==> config.mk <==
export PLATFORM = sky130hd
export DESIGN_NAME = bpra_bitmap_ram
export DESIGN_NICKNAME = d
export VERILOG_FILES = /design/src/rtl/bpra_pkg.sv /design/src/rtl/bpra_bitmap_ram.sv
export SDC_FILE = /design/constraint.sdc
export NUM_CORES = 2
export LEC_CHECK = 0
export ABC_CLOCK_PERIOD_IN_PS = 15200
export BUFFER_PORTS_ARGS = -buffer_cell sky130_fd_sc_hd__buf_2
export CORE_MARGIN = 2
export CORE_UTILIZATION = 50
export CTS_BUF_LIST = sky130_fd_sc_hd__clkbuf_4 sky130_fd_sc_hd__clkbuf_8
export CTS_CLUSTER_DIAMETER = 120
export DETAILED_ROUTE_END_ITERATION = 6
export MAX_ROUTING_LAYER = met4
export PLACE_DENSITY = 0.65
export SYNTH_ARGS = -nofsm -noshare
export SYNTH_HDL_FRONTEND = slang
export SYNTH_SLANG_ARGS = --single-unit
==> constraint.sdc <==
create_clock -name clk -period 15.2 [get_ports clk]
set_clock_uncertainty 0.15 [all_clocks]
set_input_delay 0 -clock clk [delete_from_list [all_inputs] [get_ports clk]]
set_output_delay 0 -clock clk [all_outputs]
set_load 0.05 [all_outputs]
==> src/rtl/bpra_pkg.sv <==
// ----------------------------------------------------------------------------
// bpra_pkg
// Shared types and constants for the bitmap page run allocator.
// ----------------------------------------------------------------------------
package bpra_pkg;

  localparam int WORD_BITS     = 64;                  // bitmap bits per memory word
  localparam int BIT_W         = $clog2(WORD_BITS);
  localparam int CNT_W         = 13;                  // page_count width
  localparam int ADDR_W        = 32;
  localparam int STAT_W        = 2;
  localparam int CFG_IDX_W     = 1;
  localparam int CFG_DATA_W    = 32;
  localparam int MAX_RUN_PAGES = 3840;                // allocations at or above are rejected

  typedef logic [CNT_W-1:0]     count_t;
  typedef logic [ADDR_W-1:0]    addr_t;
  typedef logic [STAT_W-1:0]    status_t;
  typedef logic [CFG_IDX_W-1:0] cfg_idx_t;
  typedef logic [WORD_BITS-1:0] word_t;

  localparam status_t ST_DONE    = 2'd0;
  localparam status_t ST_NOFIT   = 2'd1;
  localparam status_t ST_INVALID = 2'd2;

  localparam logic CMD_ALLOC = 1'b0;
  localparam logic CMD_FREE  = 1'b1;

  localparam cfg_idx_t CFG_POOL_BASE  = 1'b0;
  localparam cfg_idx_t CFG_POOL_PAGES = 1'b1;

  localparam count_t POOL_PAGES_RST = 13'd4096;

  // Result of evaluating one bitmap word during the first-fit search.
  typedef struct packed {
    logic             hit;      // run of the requested length ends in this word
    logic [BIT_W-1:0] pos;      // bit where the run ends
    count_t           run_out;  // free run length carried into the next word
  } scan_res_t;

endpackage

==> src/rtl/bpra_bitmap_ram.sv <==
// ----------------------------------------------------------------------------
// bpra_bitmap_ram
// Occupancy bitmap store: one write port, one read port, registered read.
// ----------------------------------------------------------------------------
module bpra_bitmap_ram #(
  parameter int DEPTH  = 64,
  parameter int ADDR_W = 6
) (
  input  logic                clk,
  input  logic                rd_en,
  input  logic [ADDR_W-1:0]   rd_addr,
  output bpra_pkg::word_t     rd_data,
  input  logic                wr_en,
  input  logic [ADDR_W-1:0]   wr_addr,
  input  bpra_pkg::word_t     wr_data
);

  bpra_pkg::word_t mem [DEPTH];
  bpra_pkg::word_t rd_data_r;

  always_ff @(posedge clk) begin
    if (wr_en) begin
      mem[wr_addr] <= wr_data;
    end
    if (rd_en) begin
      rd_data_r <= mem[rd_addr];
    end
  end

  assign rd_data = rd_data_r;

endmodule

==> metrics.txt <==
# TYPE chip_impl_metric gauge
chip_impl_metric{name="layout_setup_ws",unit="ns"} 10.52
chip_impl_metric{name="numClockSinks",unit=""} 4160
chip_impl_metric{name="relative_slew_slack",unit="%"} 5.792
chip_impl_metric{name="chipWidth",unit="um"} 564.3
chip_impl_metric{name="max_freq",unit="GHz"} 0.2138
chip_impl_metric{name="final_min_period_over_clock_period",unit="%"} 30.77
chip_impl_metric{name="seq_area_frac_synth",unit="%"} 79.57
chip_impl_metric{name="grt.overflow.total",unit=""} 0
chip_impl_info{name="timing.critical_path.cells",value="dlygate4sd3_1 > buf_8 > buf_4 > buf_12 > mux4_2 > o221ai_1 > dlygate4sd3_1 > o22ai_1 > dlygate4sd3_1 > and3_1 > dlygate4sd3_1"} 1
chip_impl_metric{name="power.density_cell_area",unit="nW/um^2"} 129.3
chip_impl_metric{name="cts_buffer_depth",unit=""} 4
chip_impl_metric{name="ctsHtreeMaxLevel",unit=""} 6
chip_impl_info{name="run_status",value="completed"} 1
chip_impl_info{name="startpoint_type",value="input pin"} 1
chip_impl_metric{name="post-dp-hpwl",unit="um"} 223300
chip_impl_metric{name="clock_buffer_count_from_cts",unit=""} 641
chip_impl_info{name="cell_type_contributing_the_most_total_cell_area_after_synthesis",value="sky130_fd_sc_hd__edfxtp_1"} 1
chip_impl_info{name="hold-path-endpoint",value="mem[4][30]"} 1
chip_impl_metric{name="netlist-cell-type-count",unit=""} 32
chip_impl_info{name="worst_r2r_endpoint",value="rd_data[46]"} 1
chip_impl_metric{name="finalHoldViolations",unit=""} 0
chip_impl_info{name="critical-path-top-cell-by-count",value="sky130_fd_sc_hd__dlygate4sd3_1"} 1
chip_impl_metric{name="fraction_of_final_layout_cells_sized_beyond_drive_strength_1",unit="%"} 31.88
chip_impl_metric{name="holdPathStages",unit=""} 2
chip_impl_info{name="worst_hold_startpoint",value="wr_data[30]"} 1
chip_impl_metric{name="grt_use_total",unit="%"} 28.33
chip_impl_metric{name="route.detailed.vias_per_inst",unit=""} 6.507
chip_impl_metric{name="detail_route.iter0.violations",unit=""} 11720
chip_impl_metric{name="setup_total_negative_slack",unit="ns"} 0
chip_impl_metric{name="nNetsFinal",unit=""} 7492
chip_impl_metric{name="grt_first_pass_wirelength",unit="um"} 607100
chip_impl_metric{name="post-layout-total-power",unit="mW"} 23.04
chip_impl_metric{name="detail_route.wirelength",unit="um"} 438200
chip_impl_metric{name="synth_enable_flop_cells",unit=""} 4160
chip_impl_metric{name="timing.critical_path.slowest_cell_delay",unit="ns"} 0.81
chip_impl_metric{name="placedCellCount",unit=""} 10720
chip_impl_metric{name="ioPinCount",unit=""} 143
chip_impl_info{name="critical_path_class",value="in2reg"} 1
chip_impl_metric{name="clk_pin_slew",unit="ns"} 0.06
chip_impl_metric{name="worst_ep_arrival_time",unit="ns"} 5.45
chip_impl_info{name="cp-end-kind",value="register"} 1
chip_impl_metric{name="setup-violations-final",unit=""} 0
chip_impl_metric{name="power.static_leakage",unit="nW"} 55.92
chip_impl_metric{name="antenna_found_initial",unit=""} 21
chip_impl_metric{name="reg2reg_setup_slack",unit="ns"} 11.73
chip_impl_metric{name="drt-pass1-iter-count",unit=""} 7
chip_impl_metric{name="grt_start_max_net_pins",unit=""} 127
chip_impl_info{name="synthTopCellsByArea",value="sky130_fd_sc_hd__edfxtp_1, sky130_fd_sc_hd__mux4_2, sky130_fd_sc_hd__mux2i_1"} 1
chip_impl_metric{name="initial_core_util",unit="%"} 50.29
chip_impl_metric{name="yosys.area.top_type_share",unit="%"} 79.57
chip_impl_info{name="cts_tree",value="yes"} 1
chip_impl_metric{name="total_number_of_yosys_warnings",unit=""} 0
chip_impl_metric{name="num_rows",unit=""} 205
chip_impl_metric{name="cap_violations",unit=""} 0
chip_impl_metric{name="ctsResizeCount",unit=""} 0
chip_impl_metric{name="grt_pass1_vias",unit=""} 78000
chip_impl_metric{name="syn-num-nets",unit=""} 6677
chip_impl_metric{name="clock_latency_reported_for_the_late_side_of_the_worst_skew_pair",unit="ns"} 1.21
chip_impl_info{name="timing.rr.start",value="mem[19][46]"} 1
chip_impl_metric{name="port_buffers",unit=""} 142
chip_impl_metric{name="synth.cell_area",unit="sq um"} 157000
chip_impl_metric{name="finalWeightedCongestion",unit=""} 0.7973
chip_impl_metric{name="antenna_left",unit=""} 0
chip_impl_metric{name="tightestPinTransition",unit="ns"} 1.413
chip_impl_info{name="synthFlopType",value="sky130_fd_sc_hd__edfxtp_1"} 1
chip_impl_metric{name="floorplan.core_area",unit="sq um"} 312200
chip_impl_info{name="worst_path_max_delay_cell",value="sky130_fd_sc_hd__buf_4"} 1
chip_impl_metric{name="vias",unit=""} 78420
chip_impl_metric{name="drc",unit=""} 0
chip_impl_metric{name="r2r.worst_path.cells",unit=""} 7
chip_impl_metric{name="synth_cells",unit=""} 6598
chip_impl_metric{name="ys_ff_latch",unit=""} 4160
chip_impl_metric{name="areaGrowthSynthToFinish",unit="%"} 13.46
chip_impl_metric{name="postSynthAreaPerCell",unit="sq um"} 23.79
chip_impl_metric{name="final_util",unit="%"} 57.06
chip_impl_metric{name="post_layout_nonfiller_instances",unit=""} 12050
chip_impl_info{name="grt_setup_unrepaired",value="no"} 1
chip_impl_metric{name="critPathMaxFanout",unit=""} 126
chip_impl_metric{name="synth_async_sr_flop_share",unit="%"} 0
chip_impl_metric{name="period_minus_ws_final",unit="ns"} 4.677
chip_impl_metric{name="die_area",unit="sq um"} 318500
chip_impl_info{name="min-delay-path-class",value="in2reg"} 1
chip_impl_metric{name="dieHeight",unit="um"} 564.3
chip_impl_metric{name="timing_max_transition_violations_final",unit=""} 0
chip_impl_metric{name="timing.critical_path.required",unit="ns"} 15.97
chip_impl_metric{name="post_drt_wl_per_cell",unit="um"} 36.36
chip_impl_metric{name="dp_worst_setup_slack",unit="ns"} 9.961
chip_impl_metric{name="max-vdd-ir-drop",unit="uV"} 109.9
chip_impl_info{name="cts_root_buf",value="sky130_fd_sc_hd__clkbuf_8"} 1
power by group:
part | switching, mW | internal, mW
Combinational | 0.742 | 0.434
Sequential | 0.0411 | 12.7
Clock | 4.34 | 4.76
Total | 5.12 | 17.9
layout make-up:
type | instances | area, sq um
fillers | 22330 | 134000
diodes | 21 | 52.55
repair buffers | 542 | 4832
flip-flops and latches | 4160 | 124900
clock inverters | 255 | 1749
multi-input cells | 2049 | 30780
clock buffers | 865 | 10540
inverters | 19 | 71.32
well taps | 4140 | 5180
placed cells by master (no fill, tap or decap), drive strengths merged, types with 45 or more instances in the layout:
master and n:
edfxtp 4160, mux4 1024, clkbuf 865, buf 392, clkinv 194, a22oi 168
dlygate4sd3 150, mux2i 135, nor2 112, a22o 88, o22ai 83, and3 64
a211oi 63, nand2 58, inv 48, nand3 45
cell families after synthesis:
group	synth area share [%]
compound gates	2.467
buf+inv	1.176
flops	79.57
mux	15.55
simple gates	1.235
layer usage:
| layer | wire length, um | vias to the layer above | share of wire (%) | GRT usage [%] |
|---|---|---|---|---|
| li1 | - | 30270 | - | - |
| met1 | 165200 | 42320 | 38 | 38.81 |
| met2 | 210700 | 4917 | 48 | 43.53 |
| met3 | 45770 | 911 | 10 | 4.909 |
| met4 | 16490 | 0 | 3.8 | 9.677 |
| met5 | 0 | - | 0 | - |
worst max path at each step:
stage | start | to | slack (ns) | depth (start not counted)
2_1_floorplan | wr_addr[3] | mem[48][0] | 9.61 | 4
3_3_place_gp | rd_addr[1] | rd_data[41] | 9.96 | 8
3_5_place_dp | rd_addr[0] | rd_data[37] | 9.96 | 9
4_1_cts | rd_addr[1] | rd_data[46] | 10.62 | 11
5_1_grt | rd_addr[0] | rd_data[37] | 10.24 | 10
6_report | rd_addr[1] | rd_data[46] | 10.52 | 11
what timing repair did:
action                    4_1_cts  5_1_grt
hold endpoints to repair     5363        0
hold buffers                  194        0
setup buffers                   0        0
synthesized netlist by cell type (2+ instances only):
master                      number
sky130_fd_sc_hd__edfxtp_1     4160
sky130_fd_sc_hd__mux4_2       1024
sky130_fd_sc_hd__buf_2         170
sky130_fd_sc_hd__a22oi_1       168
sky130_fd_sc_hd__clkbuf_1      140
sky130_fd_sc_hd__mux2i_1       135
sky130_fd_sc_hd__nor2_1        112
sky130_fd_sc_hd__a22o_1         88
sky130_fd_sc_hd__o22ai_1        83
sky130_fd_sc_hd__and3_1         64
sky130_fd_sc_hd__a211oi_1       63
sky130_fd_sc_hd__nand2_1        58
sky130_fd_sc_hd__nand3_1        45
sky130_fd_sc_hd__o221ai_1       38
sky130_fd_sc_hd__buf_4          34
sky130_fd_sc_hd__or3_1          29
sky130_fd_sc_hd__nor2b_1        28
sky130_fd_sc_hd__or2_2          28
sky130_fd_sc_hd__a41oi_1        26
sky130_fd_sc_hd__buf_1          20
sky130_fd_sc_hd__a2bb2oi_1      19
sky130_fd_sc_hd__inv_1          19
sky130_fd_sc_hd__a31oi_1        18
sky130_fd_sc_hd__nand2b_1       11
sky130_fd_sc_hd__buf_6           6
sky130_fd_sc_hd__and2_1          3
sky130_fd_sc_hd__nand3b_1        2
sky130_fd_sc_hd__nand4_1         2
sky130_fd_sc_hd__nor3_1          2
metrics by stage:
stage	instance area, sq um	hold slack, ns
after floorplan	157000	-0.05113
after global placement	163300	0.2805
after detailed placement	163300	0.2780
after CTS	178100	0.0005602
after global routing	178100	0.06846
final	178100	0.08955
state kept, by name, summed over array words and instances, names as in the netlist:
register	count
mem	4096
rd_data	64
worst max-delay path: cells and delay by family:
family	cells	cell delay [ns]
compound gates	2	0.31
buf+inv	7	4.27
mux	1	0.42
simple gates	1	0.16
No activity file was read; power rests on OpenSTA's default activity.
